## config.mk

```make
export PLATFORM = sky130hd
export DESIGN_NAME = nprs_front
export DESIGN_NICKNAME = d
export VERILOG_FILES = /design/src/rtl/core/nprs_pkg.sv /design/src/rtl/core/nprs_front.sv
export SDC_FILE = /design/constraint.sdc
export NUM_CORES = 1
export LEC_CHECK = 0
export BUFFER_PORTS_ARGS = -buffer_cell sky130_fd_sc_hd__clkbuf_2
export CELL_PAD_IN_SITES_DETAIL_PLACEMENT = 0
export CELL_PAD_IN_SITES_GLOBAL_PLACEMENT = 1
export CORE_MARGIN = 5
export CORE_UTILIZATION = 36
export DETAILED_ROUTE_END_ITERATION = 8
export PLACE_DENSITY = 0.74
export SYNTH_ARGS = -nofsm -noshare
export SYNTH_HDL_FRONTEND = slang
export SYNTH_SLANG_ARGS = --single-unit
```

## constraint.sdc

```tcl
create_clock -name clk_i -period 2.2 [get_ports clk_i]
set_clock_uncertainty 0.15 [all_clocks]
set_input_delay 0.22 -clock clk_i [delete_from_list [all_inputs] [get_ports clk_i]]
set_output_delay 0.22 -clock clk_i [all_outputs]
set_load 0.01 [all_outputs]
```

## src/rtl/core/nprs_pkg.sv

```systemverilog
// nprs_pkg: shared types and constants of the nearest pending request server
`default_nettype none

package nprs_pkg;

  localparam int unsigned POS_W  = 10;
  localparam int unsigned DIST_W = 48;

  localparam logic REQ_ADD   = 1'b0;
  localparam logic REQ_SERVE = 1'b1;

  localparam logic [DIST_W-1:0] DIST_MAX = {DIST_W{1'b1}};

  typedef struct packed {
    logic             is_serve;
    logic [POS_W-1:0] pos;
  } cmd_t;

  typedef struct packed {
    logic              served;
    logic [POS_W-1:0]  pos;
    logic [DIST_W-1:0] total;
  } res_t;

endpackage

`default_nettype wire

```

## src/rtl/core/nprs_front.sv

```systemverilog
// nprs_front: input queue that takes beats, drops out-of-range adds and buffers commands
`default_nettype none

module nprs_front #(
  parameter int unsigned POSITIONS = 1024
) (
  input  wire logic                      clk_i,
  input  wire logic                      rst_ni,
  input  wire logic                      push,
  output logic                           full,
  input  wire logic                      req_type_i,
  input  wire logic [nprs_pkg::POS_W-1:0] position_i,
  input  wire logic [nprs_pkg::POS_W-1:0] track_length_i,
  output logic                           cmd_valid_o,
  output nprs_pkg::cmd_t                 cmd_o,
  input  wire logic                      cmd_pop_i
);

  nprs_pkg::cmd_t ent_q [2];
  logic [1:0] cnt_q, cnt_d;
  logic       wr_q, rd_q;
  logic       keep, do_wr, do_rd;

  // adds past the end of the line are taken but never queued
  assign keep = (req_type_i == nprs_pkg::REQ_SERVE) ||
                ((position_i <= track_length_i) && (32'(position_i) < POSITIONS));

  assign full        = (cnt_q == 2'd2);
  assign do_wr       = push && !full && keep;
  assign cmd_valid_o = (cnt_q != 2'd0);
  assign do_rd       = cmd_valid_o && cmd_pop_i;
  assign cmd_o       = ent_q[rd_q];

  always_comb begin
    cnt_d = cnt_q;
    if (do_wr && !do_rd) begin
      cnt_d = cnt_q + 2'd1;
    end else if (!do_wr && do_rd) begin
      cnt_d = cnt_q - 2'd1;
    end
  end

  always_ff @(posedge clk_i or negedge rst_ni) begin
    if (!rst_ni) begin
      cnt_q <= 2'd0;
      wr_q  <= 1'b0;
      rd_q  <= 1'b0;
    end else begin
      cnt_q <= cnt_d;
      if (do_wr) begin
        wr_q <= ~wr_q;
      end
      if (do_rd) begin
        rd_q <= ~rd_q;
      end
    end
  end

  always_ff @(posedge clk_i) begin
    if (do_wr) begin
      ent_q[wr_q].is_serve <= req_type_i;
      ent_q[wr_q].pos      <= position_i;
    end
  end

endmodule

`default_nettype wire

```

# Yosys cells after proc, flatten, opt, wreduce, memory -nomap -nowiden
# Memory sizes are Yosys's and may differ from the RTL's.
# Cells that the tools add are included.
# totals
reg_bits,4
ramBits,22
inputBits,25
out_inout_bits,13
word_cells,25
memories,1
# memory_table
name,words,word_bits,rd,rd_ports_with_merged_regs,write_ports,line,text
ent_q,2,11,1,0,1,nprs_front.sv:19,nprs_pkg::cmd_t ent_q [2];
# op_classes
add_sub_neg,2
order_cmp,1
n_eq_ne,1
muxes,4
n_bitwise,2
n_reduce_logical,11
# ops
op,count
$le 10x10->1,1
$logic_and 1x1->1,5
$mux 2,2
$reduce_bool 2->1,2
$logic_not 1->1,3
$add 2x1->2 const B,1
$eq 2x2->1 const B,1
$mux 1,2
$not 1->1,2
$sub 2x1->2 const B,1
$logic_or 1x1->1,1

# Logic depth before layout (Yosys ltp)
# logic_depth
word_depth,8
ltp_mapped,10
ltp_nobuf,10

# Worst setup path after synthesis
# No wires, ideal clock.
# synth_path
kind,input to register
startpoint,input port track_length_i[7] in the netlist's numbering
endpoint,memory ent_q[0][0] in the netlist's numbering (enable)
arrival_time_ns,1.807
required_time_ns,1.667
setup_slack_ns,-0.140
path_stages,6
path_cell_list,inv_1 -> ha_1 -> a211oi_1 -> nor2_1 -> a2111o_1 -> a21oi_1
# synth_between
elab_chain_len,5
# synth_rtl
item,line,text
start: declaration,nprs_front.sv:13,"input wire logic [nprs_pkg::POS_W-1:0] track_length_i,"
$le 10x10->1,nprs_front.sv:26,((position_i <= track_length_i) && (32'(position_i) < POSITIONS));
$logic_or 1x1->1,nprs_front.sv:25,assign keep = (req_type_i == nprs_pkg::REQ_SERVE) ||
$logic_and 1x1->1,nprs_front.sv:29,assign do_wr = push && !full && keep;
$mux 1,nprs_front.sv:60,if (do_wr) begin
$mux 1 (not written as such),nprs_front.sv:62,ent_q[wr_q].pos <= position_i;
end: declaration,nprs_front.sv:19,
# Every way passes these cells.

# Worst setup path in the final report
# layout_path
startpoint,input port track_length_i[5] in the netlist's numbering
endpoint,register cnt_q[1]
# layout_between
elab_chain_len,6
word_cells_on_any_way,8
# layout_rtl
item,line,text
$le 10x10->1 *,nprs_front.sv:26,
$logic_or 1x1->1 *,nprs_front.sv:25,
$logic_and 1x1->1 *,nprs_front.sv:29,
net do_wr,nprs_front.sv:22,"logic keep, do_wr, do_rd;"
$logic_not 1->1,nprs_front.sv:38,end else if (!do_wr && do_rd) begin
$logic_and 1x1->1,nprs_front.sv:38,
$reduce_bool 2->1 (no source line),-,
end signal: assignment,nprs_front.sv:49,cnt_q <= cnt_d;
end: declaration,nprs_front.sv:20,"logic [1:0] cnt_q, cnt_d;"
# The timed path passes the listed nets; every way through them passes the cells marked *.
# A chain may end at the register's enable or synchronous reset.

==> results.tsv <==
stage	metric	value	unit
drt	detail-routed net length per standard cell	12.7	um
synth	Syn Area/Cell	13.5	um2
drt	total iterations of the first detailed-routing run	4	
floorplan	initial core utilization	0.382	
place	number of I/O port buffers	37	
floorplan	Die ar.	0.00493	mm2
status	run status	completed	
power_and_ir_drop	switching part of the total	0.324	
synth	Gate Count Post-Synth	97	
final_layout	Layout fillers	337	
sta	worst-case headroom to the max-slew limit	0.639	
power_and_ir_drop	Cell Pwr Density	937	mW/mm2
floorplan	Die X-Extent	70.2	um
sta	number of hold violations in the final report	0	
floorplan	IO Pins	38	
drt	sum of routed wire length over all layers	2.54	mm
sta	post-route fraction of the period consumed by the critical path	0.911	
synth	mapped cell area	0.00131	mm2
drt	number of nets still failing antenna checks after routing	0	
synth	yosys warns	0	
synth	count of different cell masters after synthesis	28	
global_route	GRT Util Overall	0.110	
clocking	CTS Root Cell	clkbuf_4	
place	post-detailed-placement half-perimeter wirelength	2.00	mm
clocking	hold buffers post-CTS	11	
run	max-cap viol count	0	
drt	via count of the routed design	911	
power_and_ir_drop	total net switching power	0.000522	W
sta	highest clock rate	499	MHz
synth	Synth Register Bits	26	
clocking	sink count of the clock tree	26	
drt	DRC	0	
synth	portion of the post-synthesis area used by sequential elements	0.583	
sta	RSZ-0062 raised after global routing	no	
clocking	number of cells upsized or downsized after cts	0	
final_layout	number of antenna diodes	0	
power_and_ir_drop	total power	0.00161	W
clocking	clock-pin slew of the registers on the worst-case setup and hold paths	120	ps
global_route	number of global-route vias before repair	996	
final_layout	signed area change from the synthesized netlist to the final layout	32.1	%
sta	transition time at the pin with the least slew margin	542	ps
clocking	TritonCTS Buffers	3	
clocking	clock tree from TritonCTS	yes	
worst_setup_path	largest fanout on the critical path	4	
drt	violation count after the first detailed-route iteration	53	
sta	clock period minus final worst setup slack	2000	ps
global_route	Remaining Overflow, GRT	0	
sta	smallest hold slack	36.9	ps
clocking	number of buffers on the longest clock path	2	
worst_setup_path	arrival time of data at the critical path endpoint	2090	ps
floorplan	floorplan die height	70.2	um
power_and_ir_drop	proportion of power drawn by combinational gates	0.397	
final_layout	non-filler instance count after layout	200	
worst_setup_path	Register-to-Register Setup Slack	230	ps
worst_setup_path	Worst Setup Start Kind	input port	
place	cell total after placement	185	
drt	number of vias per cell after detailed routing	4.56	
clocking	post-CTS repair timing setup buffer count	0	
power_and_ir_drop	part of the total power dissipated in sequential elements	0.480	
global_route	maximum number of pins on one net before global-route repair	15	
sta	number of setup violations in the final report	0	
power_and_ir_drop	VDD IR-drop max	256	uV
clocking	Clock Latency Late Sink	300	ps
sta	Sum Neg Setup Slack	0	ps
floorplan	number of placement rows	21	
worst_setup_path	start-to-end type of the worst setup path	in2reg	
hold_path	worst hold-check path type	in2reg	
final_layout	fraction of layout cells with a size suffix above 1	0.390	
clocking	CTS H-tree lvls	1	
global_route	number of antenna violations at the first check in global routing	0	
floorplan	Std-Cell Core Area	0.00342	mm2
synth	number of nets in the synthesized netlist	133	
global_route	first-pass GRT wire length	4.28	mm
power_and_ir_drop	cell internal pwr	0.00109	W
power_and_ir_drop	clock share of power	0.123	
place	final RePlAce weighted congestion	0.725	
sta	final number of max-transition violations	0	
final_layout	final-stage net count	191	
power_and_ir_drop	static power due to leakage	0.774	nW
worst_setup_path	required time reported for the critical path endpoint	2290	ps
worst_setup_path	Crit. End Element	flip-flop	
-- cell usage in the layout (no fill, tap or decap) --
master and n:
o21ai_0 1, nor3_1 1, edfxtp_1 22, a21oi_1 4, a211oi_2 1, ha_1 11, clkbuf_2 37, nand2_1 5
and4_1 1, o31a_1 1, a211oi_1 2, clkbuf_4 3, or2b_2 1, dfrtp_1 4, a2111oi_0 1, or2_1 1
clkbuf_1 1, nand3b_1 1, or2_2 1, inv_1 14, mux2_2 11, nand2b_1 1, dlygate4sd3_1 11, xnor2_1 2
o21a_1 1, a2111o_1 1, nor2_1 2, xor2_1 2, o21ai_1 1, buf_4 6, nand4b_1 1, nand4_1 2
-- final cells by class --
cell class,instances,area (um2),area share
Tap cell,46,57.6,0.0334
Timing Repair Buffer,54,340,0.197
Inverter,14,52.6,0.0305
Sequential cell,26,761,0.441
Multi-Input combinational cell,56,487,0.282
Clock buffer,4,26.3,0.0152
-- sequential cells by signal (all words and copies together) (netlist names) --
register,count
ent_q,22
rd_q,1
cnt_q,2
wr_q,1
-- cells in the mapped netlist, drive strengths merged --
master | instances | area, um2
a21oi | 4 | 20.0
o21a | 1 | 7.51
dfrtp | 4 | 100
nor2 | 2 | 7.51
xor2 | 2 | 17.5
buf | 1 | 5.00
nand4 | 2 | 12.5
nand4b | 1 | 8.76
mux2 | 11 | 124
edfxtp | 22 | 661
nor3 | 1 | 5.00
nand2 | 5 | 18.8
and4 | 1 | 8.76
o31a | 1 | 8.76
inv | 14 | 52.6
or2b | 1 | 8.76
a2111o | 1 | 11.3
xnor2 | 2 | 17.5
ha | 11 | 138
a2111oi | 1 | 8.76
o21ai | 2 | 10.0
nand3b | 1 | 7.51
or2 | 2 | 12.5
a211oi | 3 | 27.5
nand2b | 1 | 6.26
-- layer usage --
metal,wire length [um],vias to the layer above,GRT usage
met2,1320,19,0.203
met1,1070,420,0.119
li1,-,470,-
met3,118,2,0.0230
met4,35,0,0.0511
met5,0,-,0
-- critical path: stages --
cell and delay [ps]:
clkbuf_2 80, inv_1 30, ha_1 300, nand4_1 130, a211oi_1 380, a2111o_1 240, nand2_1 70, ha_1 320
nor2_1 150, xor2_1 160
-- kinds of logic after synthesis --
group,Yosys count,synth area share
AND/OR/NAND/NOR,17,0.0738
buffers and inverters,15,0.0441
AO/OA/AOI/OAI,13,0.0719
multiplexers,11,0.0949
flip-flops,26,0.583
adder cells (fa/ha/maj),11,0.105
XOR/XNOR,4,0.0269
-- worst paths after layout --
path,from,end,depth (start not counted)
min in group asynchronous,rst_ni,cnt_q[1],2
hold reg to reg,cnt_q[1],cnt_q[1],1
hold / removal,cmd_pop_i,rd_q,3
max in group asynchronous,rst_ni,cnt_q[0],2
setup reg to reg,cnt_q[0],cnt_q[1],7
setup / recovery,track_length_i[5],cnt_q[1],10
-- metrics by stage --
step	worst slack (ps)	cell area, um2	util
6_report	196	1720	0.505
5_1_grt	102	1720	0.505
3_5_place_dp	-133	1590	0.465
3_3_place_gp	-48.9	1590	0.465
2_1_floorplan	-140	1310	-
4_1_cts	184	1720	0.505
-- power groups by stage --
stage               Sequential (W)  Clock [W]  Combinational [W]
global placement          0.000782          0           0.000623
finish                    0.000774   0.000199           0.000641
CTS                       0.000779   0.000208           0.000658
detailed placement        0.000792          0           0.000639
global route              0.000793   0.000235           0.000708
floorplan                 0.000736          0           0.000439
Note: power is estimated with default switching activity, not from simulation.
